<file path="config.mk">
export PLATFORM = sky130hd
export DESIGN_NAME = priority_bucket_ready_queue
export DESIGN_NICKNAME = d
export VERILOG_FILES = /design/src/rtl/pbrq_pkg.sv /design/src/rtl/priority_bucket_ready_queue.sv /design/src/rtl/pbrq_top_find.sv
export SDC_FILE = /design/constraint.sdc
export NUM_CORES = 2
export LEC_CHECK = 0
export ABC_AREA = 1
export BUFFER_PORTS_ARGS = -buffer_cell sky130_fd_sc_hd__buf_2
export CORE_MARGIN = 2
export CORE_UTILIZATION = 41
export CTS_CLUSTER_DIAMETER = 200
export DETAILED_ROUTE_END_ITERATION = 10
export GPL_TIMING_DRIVEN = 0
export SYNTH_ARGS = -nofsm -noshare
export SYNTH_HDL_FRONTEND = slang
export SYNTH_SLANG_ARGS = --single-unit
</file>
<file path="constraint.sdc">
create_clock -name clk -period 7.3 [get_ports clk]
set_input_delay 0.73 -clock clk [delete_from_list [all_inputs] [get_ports clk]]
set_output_delay 0.73 -clock clk [all_outputs]
set_load 0.02 [all_outputs]
</file>
<file path="src/rtl/pbrq_pkg.sv">
// Shared codes, state type and default sizes of the priority bucket ready queue.
package pbrq_pkg;

    // Default sizes
    localparam int DEF_NUM_LEVELS  = 64;
    localparam int DEF_NUM_HANDLES = 64;

    // Levels per group in the top-level finder
    localparam int FIND_GROUP = 16;

    // Field widths on the streams
    localparam int ACT_W  = 2;
    localparam int ID_W   = 6;
    localparam int PRI_W  = 6;
    localparam int STAT_W = 2;

    // Action codes
    localparam logic [ACT_W-1:0] ACT_PUSH   = 2'd0;
    localparam logic [ACT_W-1:0] ACT_POP    = 2'd1;
    localparam logic [ACT_W-1:0] ACT_REMOVE = 2'd2;

    // Status codes
    localparam logic [STAT_W-1:0] ST_OK         = 2'd0;
    localparam logic [STAT_W-1:0] ST_POP_EMPTY  = 2'd1;
    localparam logic [STAT_W-1:0] ST_ALREADY_IN = 2'd2;
    localparam logic [STAT_W-1:0] ST_NOT_QUEUED = 2'd3;

    // Sequencer states
    typedef enum logic [3:0] {
        S_CLR,
        S_IDLE,
        S_PUSH_RD,
        S_PUSH_A,
        S_PUSH_B,
        S_POP_RD,
        S_POP_A,
        S_REM_RD,
        S_REM_A,
        S_UNLINK,
        S_MID1,
        S_MID2,
        S_FIND1,
        S_FIND2,
        S_DONE
    } state_t;

endpackage

</file>
<file path="src/rtl/priority_bucket_ready_queue.sv">
// Top level of the priority bucket ready queue: sequencer, link memories and result register.
// Input words are taken one at a time: a new word is accepted only once the result of the
// last one is loaded into the result register. Each word is worked in read-modify-write
// steps on the single write port of the handle memory and the two-stage top-level finder.
// Reset: a clearing pass zeroes every handle memory entry with s_axis_tready low; head and
// tail entries stay undefined until written and the level map resets empty.
module priority_bucket_ready_queue
    import pbrq_pkg::*;
#(
    parameter int NUM_LEVELS  = DEF_NUM_LEVELS,
    parameter int NUM_HANDLES = DEF_NUM_HANDLES
)
(
    input  logic        clk,
    input  logic        rst_n,
    input  logic        s_axis_tvalid,
    output logic        s_axis_tready,
    input  logic [15:0] s_axis_tdata,  // element_id[5:0], priority_req[11:6], zero fill
    input  logic [1:0]  s_axis_tuser,  // action[1:0]
    output logic        m_axis_tvalid,
    input  logic        m_axis_tready,
    output logic [23:0] m_axis_tdata,  // popped_id[5:0], popped_priority[11:6],
                                       // queue_empty[12], top_level[18:13], zero fill
    output logic [1:0]  m_axis_tuser   // status[1:0]
);

    localparam int LW    = $clog2(NUM_LEVELS);
    localparam int HW    = $clog2(NUM_HANDLES);
    localparam int MAXLV = NUM_LEVELS - 1;

    typedef struct packed {
        logic          queued;
        logic [LW-1:0] level;
        logic [HW-1:0] prev;
        logic [HW-1:0] next;
    } hrec_t;

    typedef struct packed {
        logic [HW-1:0] head;
        logic [HW-1:0] tail;
    } lrec_t;

    // Memories
    hrec_t h_mem [NUM_HANDLES];
    lrec_t l_mem [NUM_LEVELS];

    hrec_t         h_rd_a_reg;
    hrec_t         h_rd_b_reg;
    lrec_t         l_rd_reg;
    logic          h_re_a;
    logic          h_re_b;
    logic [HW-1:0] h_raddr_a;
    logic [HW-1:0] h_raddr_b;
    logic          h_we;
    logic [HW-1:0] h_waddr;
    hrec_t         h_wdata;
    logic          l_re;
    logic [LW-1:0] l_raddr;
    logic          l_we;
    logic [LW-1:0] l_waddr;
    lrec_t         l_wdata;

    // Control state
    state_t                state_reg;
    state_t                state_next;
    logic [NUM_LEVELS-1:0] map_reg;
    logic                  map_set;
    logic                  map_clr;
    logic [HW-1:0]         clr_cnt_reg;
    logic [HW-1:0]         clr_cnt_next;
    logic                  out_valid_reg;
    logic                  out_valid_next;

    // Working registers
    logic [HW-1:0]     cur_h_reg;
    logic [HW-1:0]     cur_h_next;
    logic [LW-1:0]     cur_lv_reg;
    logic [LW-1:0]     cur_lv_next;
    logic [STAT_W-1:0] stat_reg;
    logic [STAT_W-1:0] stat_next;
    logic [HW-1:0]     pid_reg;
    logic [HW-1:0]     pid_next;
    logic [LW-1:0]     ppri_reg;
    logic [LW-1:0]     ppri_next;
    logic [HW-1:0]     sv_next_reg;
    logic [HW-1:0]     sv_next_next;
    logic [HW-1:0]     sv_prev_reg;
    logic [HW-1:0]     sv_prev_next;

    // Result register
    logic [STAT_W-1:0] out_stat_reg;
    logic [ID_W-1:0]   out_pid_reg;
    logic [PRI_W-1:0]  out_ppri_reg;
    logic              out_empty_reg;
    logic [PRI_W-1:0]  out_top_reg;

    // Input decode
    logic [ACT_W-1:0] in_action;
    logic [ID_W-1:0]  in_id;
    logic [PRI_W-1:0] in_pri;
    logic [HW-1:0]    in_h;
    logic [LW-1:0]    in_lv;
    logic             s_fire;
    logic             out_load;

    // Finder outputs
    logic          top_found;
    logic [LW-1:0] top_lv;

    // Decode of memory data
    logic at_head;
    logic at_tail;
    logic lv_busy;

    assign in_action = s_axis_tuser;
    assign in_id     = s_axis_tdata[5:0];
    assign in_pri    = s_axis_tdata[11:6];

    // Wrap the handle through a constant table
    always_comb
    begin
        in_h = '0;
        for (int i = 0; i < (1 << ID_W); i++)
        begin
            if (in_id == ID_W'(i))
            begin
                in_h = HW'(i % NUM_HANDLES);
            end
        end
    end

    // Saturate the level
    assign in_lv = (int'(in_pri) > MAXLV) ? LW'(MAXLV) : LW'(in_pri);

    assign s_axis_tready = (state_reg == S_IDLE);
    assign s_fire        = s_axis_tvalid && s_axis_tready;
    assign out_load      = !out_valid_reg || m_axis_tready;

    assign at_head = (l_rd_reg.head == cur_h_reg);
    assign at_tail = (l_rd_reg.tail == cur_h_reg);
    assign lv_busy = map_reg[cur_lv_reg];

    pbrq_top_find #(
        .NUM_LEVELS (NUM_LEVELS)
    ) u_find (
        .clk       (clk),
        .rst_n     (rst_n),
        .level_map (map_reg),
        .found     (top_found),
        .top       (top_lv)
    );

    // Next state
    always_comb
    begin
        state_next = state_reg;
        case (state_reg)
            S_CLR:
            begin
                if (clr_cnt_reg == HW'(NUM_HANDLES - 1))
                begin
                    state_next = S_IDLE;
                end
            end
            S_IDLE:
            begin
                if (s_fire)
                begin
                    case (in_action)
                        ACT_PUSH:   state_next = S_PUSH_RD;
                        ACT_POP:    state_next = S_POP_RD;
                        ACT_REMOVE: state_next = S_REM_RD;
                        default:    state_next = S_FIND1;
                    endcase
                end
            end
            S_PUSH_RD: state_next = S_PUSH_A;
            S_PUSH_A:
            begin
                if (!h_rd_a_reg.queued && lv_busy)
                begin
                    state_next = S_PUSH_B;
                end
                else
                begin
                    state_next = S_FIND1;
                end
            end
            S_PUSH_B: state_next = S_FIND1;
            S_POP_RD: state_next = top_found ? S_POP_A : S_FIND1;
            S_POP_A:  state_next = S_UNLINK;
            S_REM_RD: state_next = S_REM_A;
            S_REM_A:  state_next = h_rd_a_reg.queued ? S_UNLINK : S_FIND1;
            S_UNLINK: state_next = (!at_head && !at_tail) ? S_MID1 : S_FIND1;
            S_MID1:   state_next = S_MID2;
            S_MID2:   state_next = S_FIND1;
            S_FIND1:  state_next = S_FIND2;
            S_FIND2:  state_next = S_DONE;
            S_DONE:   state_next = out_load ? S_IDLE : S_DONE;
            default:  state_next = S_IDLE;
        endcase
    end

    // Memory controls and working register updates
    always_comb
    begin
        h_re_a       = 1'b0;
        h_re_b       = 1'b0;
        h_raddr_a    = cur_h_reg;
        h_raddr_b    = h_rd_a_reg.next;
        h_we         = 1'b0;
        h_waddr      = cur_h_reg;
        h_wdata      = h_rd_a_reg;
        l_re         = 1'b0;
        l_raddr      = cur_lv_reg;
        l_we         = 1'b0;
        l_waddr      = cur_lv_reg;
        l_wdata      = l_rd_reg;
        map_set      = 1'b0;
        map_clr      = 1'b0;
        clr_cnt_next = clr_cnt_reg;
        cur_h_next   = cur_h_reg;
        cur_lv_next  = cur_lv_reg;
        stat_next    = stat_reg;
        pid_next     = pid_reg;
        ppri_next    = ppri_reg;
        sv_next_next = sv_next_reg;
        sv_prev_next = sv_prev_reg;
        case (state_reg)
            S_CLR:
            begin
                // Zero one handle entry a cycle
                h_we         = 1'b1;
                h_waddr      = clr_cnt_reg;
                h_wdata      = '0;
                clr_cnt_next = clr_cnt_reg + 1'b1;
            end
            S_IDLE:
            begin
                if (s_fire)
                begin
                    cur_h_next  = in_h;
                    cur_lv_next = in_lv;
                    stat_next   = ST_OK;
                    pid_next    = '0;
                    ppri_next   = '0;
                end
            end
            S_PUSH_RD:
            begin
                h_re_a = 1'b1;
                l_re   = 1'b1;
            end
            S_PUSH_A:
            begin
                if (h_rd_a_reg.queued)
                begin
                    stat_next = ST_ALREADY_IN;
                end
                else if (lv_busy)
                begin
                    // Append behind the current tail
                    l_we         = 1'b1;
                    l_wdata.head = l_rd_reg.head;
                    l_wdata.tail = cur_h_reg;
                    h_we         = 1'b1;
                    h_wdata      = hrec_t'{queued: 1'b1, level: cur_lv_reg,
                                           prev: l_rd_reg.tail, next: h_rd_a_reg.next};
                    h_re_b       = 1'b1;
                    h_raddr_b    = l_rd_reg.tail;
                end
                else
                begin
                    // Start a new level
                    l_we         = 1'b1;
                    l_wdata.head = cur_h_reg;
                    l_wdata.tail = cur_h_reg;
                    map_set      = 1'b1;
                    h_we         = 1'b1;
                    h_wdata      = hrec_t'{queued: 1'b1, level: cur_lv_reg,
                                           prev: h_rd_a_reg.prev, next: h_rd_a_reg.next};
                end
            end
            S_PUSH_B:
            begin
                // Link old tail forward to the new handle
                h_we         = 1'b1;
                h_waddr      = l_rd_reg.tail;
                h_wdata      = h_rd_b_reg;
                h_wdata.next = cur_h_reg;
            end
            S_POP_RD:
            begin
                if (!top_found)
                begin
                    stat_next = ST_POP_EMPTY;
                end
                else
                begin
                    l_re        = 1'b1;
                    l_raddr     = top_lv;
                    cur_lv_next = top_lv;
                    ppri_next   = top_lv;
                end
            end
            S_POP_A:
            begin
                h_re_a     = 1'b1;
                h_raddr_a  = l_rd_reg.head;
                cur_h_next = l_rd_reg.head;
                pid_next   = l_rd_reg.head;
            end
            S_REM_RD:
            begin
                h_re_a = 1'b1;
            end
            S_REM_A:
            begin
                if (!h_rd_a_reg.queued)
                begin
                    stat_next = ST_NOT_QUEUED;
                end
                else
                begin
                    l_re        = 1'b1;
                    l_raddr     = h_rd_a_reg.level;
                    cur_lv_next = h_rd_a_reg.level;
                end
            end
            S_UNLINK:
            begin
                // Drop the queued mark and fix head, tail or neighbors
                h_we           = 1'b1;
                h_wdata.queued = 1'b0;
                sv_next_next   = h_rd_a_reg.next;
                sv_prev_next   = h_rd_a_reg.prev;
                if (at_head && at_tail)
                begin
                    map_clr = 1'b1;
                end
                else if (at_head)
                begin
                    l_we         = 1'b1;
                    l_wdata.head = h_rd_a_reg.next;
                end
                else if (at_tail)
                begin
                    l_we         = 1'b1;
                    l_wdata.tail = h_rd_a_reg.prev;
                end
                else
                begin
                    h_re_a    = 1'b1;
                    h_raddr_a = h_rd_a_reg.prev;
                    h_re_b    = 1'b1;
                    h_raddr_b = h_rd_a_reg.next;
                end
            end
            S_MID1:
            begin
                h_we         = 1'b1;
                h_waddr      = sv_prev_reg;
                h_wdata      = h_rd_a_reg;
                h_wdata.next = sv_next_reg;
            end
            S_MID2:
            begin
                h_we         = 1'b1;
                h_waddr      = sv_next_reg;
                h_wdata      = h_rd_b_reg;
                h_wdata.prev = sv_prev_reg;
            end
            default:
            begin
            end
        endcase
    end

    // Result register valid
    always_comb
    begin
        out_valid_next = out_valid_reg;
        if (state_reg == S_DONE && out_load)
        begin
            out_valid_next = 1'b1;
        end
        else if (m_axis_tready)
        begin
            out_valid_next = 1'b0;
        end
    end

    // Memory ports
    always_ff @(posedge clk)
    begin
        if (h_we)
        begin
            h_mem[h_waddr] <= h_wdata;
        end
        if (h_re_a)
        begin
            h_rd_a_reg <= h_mem[h_raddr_a];
        end
        if (h_re_b)
        begin
            h_rd_b_reg <= h_mem[h_raddr_b];
        end
        if (l_we)
        begin
            l_mem[l_waddr] <= l_wdata;
        end
        if (l_re)
        begin
            l_rd_reg <= l_mem[l_raddr];
        end
    end

    // Control registers
    always_ff @(posedge clk or negedge rst_n)
    begin
        if (!rst_n)
        begin
            state_reg     <= S_CLR;
            map_reg       <= '0;
            clr_cnt_reg   <= '0;
            out_valid_reg <= 1'b0;
        end
        else
        begin
            state_reg     <= state_next;
            clr_cnt_reg   <= clr_cnt_next;
            out_valid_reg <= out_valid_next;
            if (map_set)
            begin
                map_reg[cur_lv_reg] <= 1'b1;
            end
            else if (map_clr)
            begin
                map_reg[cur_lv_reg] <= 1'b0;
            end
        end
    end

    // Working and result payload
    always_ff @(posedge clk)
    begin
        cur_h_reg   <= cur_h_next;
        cur_lv_reg  <= cur_lv_next;
        stat_reg    <= stat_next;
        pid_reg     <= pid_next;
        ppri_reg    <= ppri_next;
        sv_next_reg <= sv_next_next;
        sv_prev_reg <= sv_prev_next;
        if (state_reg == S_DONE && out_load)
        begin
            out_stat_reg  <= stat_reg;
            out_pid_reg   <= ID_W'(pid_reg);
            out_ppri_reg  <= PRI_W'(ppri_reg);
            out_empty_reg <= !top_found;
            out_top_reg   <= PRI_W'(top_lv);
        end
    end

    assign m_axis_tvalid = out_valid_reg;
    assign m_axis_tuser  = out_stat_reg;
    assign m_axis_tdata  = {5'd0, out_top_reg, out_empty_reg, out_ppri_reg, out_pid_reg};

    // Same-cycle read and write never touch one handle entry
    a_h_port_a_no_clash: assert property (@(posedge clk) disable iff (!rst_n)
        (h_we && h_re_a) |-> (h_waddr != h_raddr_a))
        else $error("handle memory read A and write hit the same entry");

    a_h_port_b_no_clash: assert property (@(posedge clk) disable iff (!rst_n)
        (h_we && h_re_b) |-> (h_waddr != h_raddr_b))
        else $error("handle memory read B and write hit the same entry");

    // A level is opened only when empty and closed only when busy
    a_map_consistent: assert property (@(posedge clk) disable iff (!rst_n)
        (map_set |-> !map_reg[cur_lv_reg]) and (map_clr |-> map_reg[cur_lv_reg]))
        else $error("level map set or clear on a level in the wrong state");

    // One item at a time
    a_one_item: assert property (@(posedge clk) disable iff (!rst_n)
        s_fire |=> !s_axis_tready)
        else $error("input taken again before the item finished");

endmodule

</file>
<file path="src/rtl/pbrq_top_find.sv">
// Two-stage registered search for the highest non-empty priority level.
module pbrq_top_find
    import pbrq_pkg::*;
#(
    parameter int NUM_LEVELS = DEF_NUM_LEVELS
)
(
    input  logic                          clk,
    input  logic                          rst_n,
    input  logic [NUM_LEVELS-1:0]         level_map,
    output logic                          found,
    output logic [$clog2(NUM_LEVELS)-1:0] top
);

    localparam int LW  = $clog2(NUM_LEVELS);
    localparam int NG  = (NUM_LEVELS + FIND_GROUP - 1) / FIND_GROUP;
    localparam int GIW = $clog2(FIND_GROUP);
    localparam int PW  = NG * FIND_GROUP;

    logic [PW-1:0]  map_pad;
    logic [NG-1:0]  grp_any_reg;
    logic [NG-1:0]  grp_any_next;
    logic [GIW-1:0] grp_idx_reg  [NG];
    logic [GIW-1:0] grp_idx_next [NG];
    logic           found_reg;
    logic           found_next;
    logic [LW-1:0]  top_reg;
    logic [LW-1:0]  top_next;

    assign map_pad = PW'(level_map);

    // Stage one: highest set bit inside each group
    always_comb
    begin
        for (int g = 0; g < NG; g++)
        begin
            grp_any_next[g] = |map_pad[g*FIND_GROUP +: FIND_GROUP];
            grp_idx_next[g] = '0;
            for (int j = 0; j < FIND_GROUP; j++)
            begin
                if (map_pad[g*FIND_GROUP + j])
                begin
                    grp_idx_next[g] = GIW'(j);
                end
            end
        end
    end

    // Stage two: highest non-empty group
    always_comb
    begin
        found_next = 1'b0;
        top_next   = '0;
        for (int g = 0; g < NG; g++)
        begin
            if (grp_any_reg[g])
            begin
                found_next = 1'b1;
                top_next   = LW'(g * FIND_GROUP + int'(grp_idx_reg[g]));
            end
        end
    end

    // Hold both stages
    always_ff @(posedge clk or negedge rst_n)
    begin
        if (!rst_n)
        begin
            grp_any_reg <= '0;
            for (int g = 0; g < NG; g++)
            begin
                grp_idx_reg[g] <= '0;
            end
            found_reg <= 1'b0;
            top_reg   <= '0;
        end
        else
        begin
            grp_any_reg <= grp_any_next;
            for (int g = 0; g < NG; g++)
            begin
                grp_idx_reg[g] <= grp_idx_next[g];
            end
            found_reg <= found_next;
            top_reg   <= top_next;
        end
    end

    assign found = found_reg;
    assign top   = top_reg;

endmodule

</file>
Yosys cells after proc, flatten, opt, wreduce, memory -nomap -nowiden
Memories as Yosys holds them, arrays and structs flattened. A register that Yosys moved wholly into a read port is not among the register bits.
Index checks and enable logic that the tools add are counted.
{"block": "op_classes", "order_cmp": 2, "add_sub_neg": 4, "reduce_logical": 33, "bitwise": 3, "muxes": 208, "n_eq_ne": 88}
{"cell": "$mux 6", "n": 79}
{"cell": "$eq 6x6->1 const B", "n": 33}
{"cell": "$mux 4", "n": 44}
{"cell": "$mux 64", "n": 2}
{"cell": "$eq 6x5->1 const B", "n": 16}
{"cell": "$pmux 18 s5", "n": 1}
{"cell": "$and 64x64->64", "n": 1}
{"cell": "$not 64->64", "n": 1}
{"cell": "$or 64x64->64", "n": 1}
{"cell": "$reduce_or 16->1", "n": 4}
{"cell": "$pmux 6 s2", "n": 5}
{"cell": "$pmux 4 s14", "n": 1}
{"cell": "$eq 6x4->1 const B", "n": 8}
{"cell": "$mux 12", "n": 4}
{"cell": "$mux 3", "n": 14}
{"cell": "$mux 1", "n": 33}
{"cell": "$eq 4x4->1 const B", "n": 7}
{"cell": "$eq 6x3->1 const B", "n": 4}
{"cell": "$pmux 12 s2", "n": 1}
{"cell": "$pmux 6 s4", "n": 1}
{"cell": "$mux 2", "n": 11}
{"cell": "$mux 18", "n": 1}
{"cell": "$pmux 6 s3", "n": 1}
{"cell": "$eq 4x3->1 const B", "n": 4}
{"cell": "other kinds (34)", "n": 61}
{"block": "totals", "mem_count": 2, "output_inout_bits": 28, "regBits": 161, "wordCells": 363, "ramBits": 1984}
{"memory": "h_mem", "depth": 64, "width": 19, "rd": 2, "rd_ports_with_merged_regs": 2, "wr": 1, "line_no": "priority_bucket_ready_queue.sv:44", "text": "hrec_t h_mem [NUM_HANDLES];"}
{"memory": "l_mem", "depth": 64, "width": 12, "rd": 1, "rd_ports_with_merged_regs": 1, "wr": 1, "line_no": "priority_bucket_ready_queue.sv:45", "text": "lrec_t l_mem [NUM_LEVELS];"}

Longest topological paths before layout
{"block": "depth", "word_depth": 66, "ltp_mapped": 26}

By module
From an unflattened synthesis, not the netlist that was laid out.
{"block": "unflattened", "hier_cells": 10492, "hier_area_um2": 106183.1}
{"module": "priority_bucket_ready_queue", "area_per_inst_um2": 104596.6, "cells_per_inst": 10240, "instances": 1}
{"module": "pbrq_top_find", "area_per_inst_um2": 1586.5, "cells_per_inst": 252, "instances": 1}

Worst setup path before layout
No wires, ideal clock.
{"block": "synth_timing", "kind": "register to register", "start": "register, netlist name h_rd_a_reg[18]", "end": "memory l_mem[0][5] (netlist bit) (data pin)", "setup_ns": 1.008, "path_buffers": 3, "setup_slack_ns": 0.979, "period_less_slack_ns": 6.321, "stages_incl_launch_ff": 7, "arrival_time_ns": 5.312, "path_cell_list": "edfxtp_1 clkbuf_1 clkbuf_1 inv_1 clkbuf_1 nor2_1 o311ai_0"}
{"item": "end: declaration", "line_no": "priority_bucket_ready_queue.sv:45"}

Worst setup path after layout
{"block": "layout_timing", "start": "register cur_h_reg[3]", "end": "register, netlist name h_rd_a_reg[12]"}
{"block": "layout_between", "elab_chain_cells": 5}
{"item": "start: declaration", "line_no": "priority_bucket_ready_queue.sv:75", "text": "logic [HW-1:0] cur_h_reg;"}
{"item": "start signal: assignment", "line_no": "priority_bucket_ready_queue.sv:447", "text": "cur_h_reg <= cur_h_next;"}
{"item": "$eq 6x6->1", "line_no": "priority_bucket_ready_queue.sv:140", "text": "assign at_tail = (l_rd_reg.tail == cur_h_reg);"}
{"item": "$mux 6 / $mux 1 (equally long branches)", "line_no": "priority_bucket_ready_queue.sv:346", "text": "else if (at_tail)"}
{"item": "$mux 6 / $mux 1 (equally long branches)", "line_no": "priority_bucket_ready_queue.sv:341", "text": "else if (at_head)"}
{"item": "$mux 6 / $mux 1 (equally long branches)", "line_no": "priority_bucket_ready_queue.sv:337", "text": "if (at_head && at_tail)"}
{"item": "$pmux 6 s2 / $pmux 1 s2 (equally long branches)", "line_no": "priority_bucket_ready_queue.sv:229", "text": "case (state_reg)"}
Several ways; a longest one is shown, not always the timed one.
A chain may end at the register's enable or synchronous reset.

==> flow_metrics.py <==
metrics = {
    "cts": {
        "htreeDepth": 5,
        "cts.reportedPaths.clkPinSlew_ns": 0.06,
        "numCtsBuffers": 266,
        "cts_sinks": 2195,
        "clk_path_buf_depth": 4,
        "clk_latency_ns": 0.90,
        "cts_tree": "done",
        "postCtsSetupRepairBufs": 0,
        "cts-root-buf": "clkbuf_16",
    },
    "worst_setup_path": {
        "endpoint": "h_rd_a_reg[12]",
        "r2r_start": "cur_h_reg[3]",
        "slowest_stage": "clkbuf_1",
        "critPathLaunch": "cur_h_reg[3]",
        "end_kind": "flop",
        "r2r-end": "h_rd_a_reg[12]",
        "crit_top_cell": "nand3_1",
        "path_max_fanout": 10,
        "critPathRequiredTime_ns": 7.81,
        "worstSetupPathType": "reg -> reg",
        "r2r_slack_ns": 0.46,
        "path_cells": "inv_2 -> nor2_1 -> nor3_1 -> nand3_1 -> inv_1 -> ha_1 -> inv_1 -> nand2_1 -> nor2_4 -> nor2_2 -> nand2_1 -> nand2_2 -> buf_2 -> clkbuf_1 -> nand2_1 -> o211ai_1 -> nand3_1 -> nand3_1 -> nand3_1 -> nand3_1 -> nand2_1",
        "worst_r2r_path_depth": 21,
        "critPathArrivalTime_ns": 7.35,
        "start_kind": "flop",
        "critPathMaxStageDelay_ns": 1.12,
    },
    "die": {
        "start_util_pct": 41.2,
        "core-area_um2": 257000,
        "dieArea_um2": 262000,
        "row_count": 186,
        "io_pins": 50,
        "fp.dieW_um": 512,
        "die_h_um": 512,
    },
    "timing": {
        "worstMarginPinSlew_ns": 1.72,
        "setup_violations": 0,
        "fmax_mhz": 146,
        "finalMaxSlewViolations": 130,
        "clock_skew_ns": 0.0611,
        "min_period_over_period_pct": 93.7,
        "finalSetupTns_ns": 0,
        "rsz0062_at_grt": "false",
        "relSlewSlack_pct": -14.9,
        "min_period_ns": 6.84,
        "hold_violations": 0,
    },
    "finish": {
        "drive_gt1_share_pct": 11.9,
        "layout-area-overhead-vs-synth_pct": 16.4,
        "fin_util_pct": 48.0,
        "stdcell_count": 14482,
        "top_regs": "h_mem (1216), l_mem (768)",
        "layout.nets": 10924,
        "top_register": "h_mem",
        "final_cell_mix": "edfxtp_1 (2093), nand3_1 (1967), nand2_1 (1643)",
        "mostFrequentLayoutCell": "edfxtp_1",
        "largest_reg_flops": 1216,
    },
    "yosys": {
        "async_reset_ff_share_pct": 4.65,
        "synth_top_flop_cell": "edfxtp_1",
        "yosysUniqueCellTypes": 51,
        "ys_seq_area_share_pct": 61.7,
        "synth-seq-cells": 2195,
        "synth_area_um2": 106000,
        "synth_edf_count": 2093,
        "yosys_warnings": 0,
        "avgSynthCellArea_um2": 10.2,
        "syn_inst": 10391,
    },
    "grt": {
        "grt_pass1_vias": 85937,
        "grt_max_degree": 57,
        "grtUsageTotal_pct": 43.1,
        "antenna_found_initial": 63,
        "overflow": 0,
        "grt_first_pass_wirelength_um": 764000,
    },
    "placement": {
        "io_buffers": 40,
        "dp_cells": 14005,
        "gp_congestion": 1.05,
        "hpwl_um": 424000,
    },
    "route": {
        "drc": 0,
        "first_pass_iters": 9,
        "post_drt_wl_per_cell_um": 40.2,
        "routed_wl_um": 582000,
        "drt-initial-drc-count": 17534,
        "viasPerCell": 6.52,
        "detail-route-antenna-nets": 0,
        "routed-via-count": 94403,
    },
    "power": {
        "total_power_mw": 62.0,
        "peakVddDrop_mv": 0.358,
        "power_density_nw_per_um2": 503,
        "leakage_nw": 45.2,
    },
    "outcome": {
        "violations": "capacitance limit, slew limit",
        "status": "complete, but fails checks",
    },
    "hold_path": {
        "hold_class": "in -> reg",
    },
    "run": {
        "drv_cap": 13,
    },
}
[layer usage]
| metal | vias up | part of all wire, % | track usage, % |
|---|---|---|---|
| met1 | 47091 | 39 | 59.1 |
| met4 | 26 | 7.1 | 25.0 |
| li1 | 38098 | - | - |
| met5 | - | 0.039 | 0 |
| met3 | 1568 | 14 | 14.4 |
| met2 | 7620 | 40 | 59.1 |
[power by group]
group / leakage (nW) / total, mW / switching [mW] / internal [mW]
combinational: 20.8 / 31.3 / 24.7 / 6.55
clock: 4.07 / 13.2 / 5.65 / 7.59
sequential: 20.4 / 17.5 / 0.418 / 17.1
total: 45.2 / 62.0 / 30.8 / 31.2
[worst max-delay path: cells and delay by family (launching register included)]
family | cells | cell delay (ns)
AO/OA/AOI/OAI | 1 | 0.19
adder cells (fa/ha/maj) | 1 | 0.21
buffers and inverters | 5 | 2.14
flip-flops | 1 | 0.55
AND/OR/NAND/NOR | 14 | 3.33
[synth_stat cells (102+ instances only)]
cell | n | share of area, %
o21ai_0 | 652 | 3.1
buf_2 | 351 | 1.7
nand3_1 | 1977 | 9.3
a21oi_1 | 137 | 0.65
edfxtp_1 | 2093 | 59
nand2_1 | 1645 | 5.8
nor2_1 | 441 | 1.6
dfrtp_1 | 102 | 2.4
inv_1 | 948 | 3.4
clkbuf_1 | 344 | 1.2
or2_2 | 103 | 0.61
nand3b_1 | 400 | 2.8
o211ai_1 | 662 | 4.7
o22ai_1 | 102 | 0.60
[worst min-delay path by stage]
stage	from	end	slack (ns)	cells after the start
3_3_place_gp	ppri_reg[3]	out_ppri_reg[3]	0.40	0
3_5_place_dp	ppri_reg[0]	out_ppri_reg[0]	0.40	0
2_1_floorplan	stat_reg[0]	m_axis_tuser[0]	0.40	0
6_report	s_axis_tdata[6]	cur_lv_reg[0]	0.20	2
4_1_cts	s_axis_tdata[6]	cur_lv_reg[0]	0.16	2
5_1_grt	s_axis_tdata[6]	cur_lv_reg[0]	0.18	2
[area by class of cell]
type	instances	area, µm²
sequential	2195	65400
clock buffer	318	6980
inverter	976	3660
tap	3384	4230
fill	23822	134000
buffer	793	3640
antenna	17	42.5
clock inverter	136	1380
timing repair buffer	232	3850
multi-input combinational	6431	34100
[stage by stage]
step	hold slack [ns]	cell area, µm²	setup slack (ns)
floorplan	0.400	106000	0.979
finish	0.202	123000	0.459
CTS	0.158	123000	0.792
detailed placement	0.405	115000	0.825
global placement	0.404	110000	-7.50
global route	0.182	123000	0.716
[logic make-up (layout without fill, tap and decap cells)]
kind of cell / after synthesis / count (layout) / synth area share, %
AND/OR/NAND/NOR: 4712 / 4712 / 21.1
flip-flops: 2195 / 2195 / 61.7
buffers and inverters: 1769 / 2455 / 6.88
AO/OA/AOI/OAI: 1698 / 1698 / 10.1
XOR/XNOR: 9 / 9 / 0.0744
adder cells (fa/ha/maj): 7 / 7 / 0.0827
other: 1 / 22 / 0.00354
[repair_timing]
item                       in CTS  in global routing
hold buffers                    1                  0
setup endpoints to repair       0                  0
hold endpoints to repair       52                  0
gates resized for setup         0                  0
(Power assumes the default switching activity.)
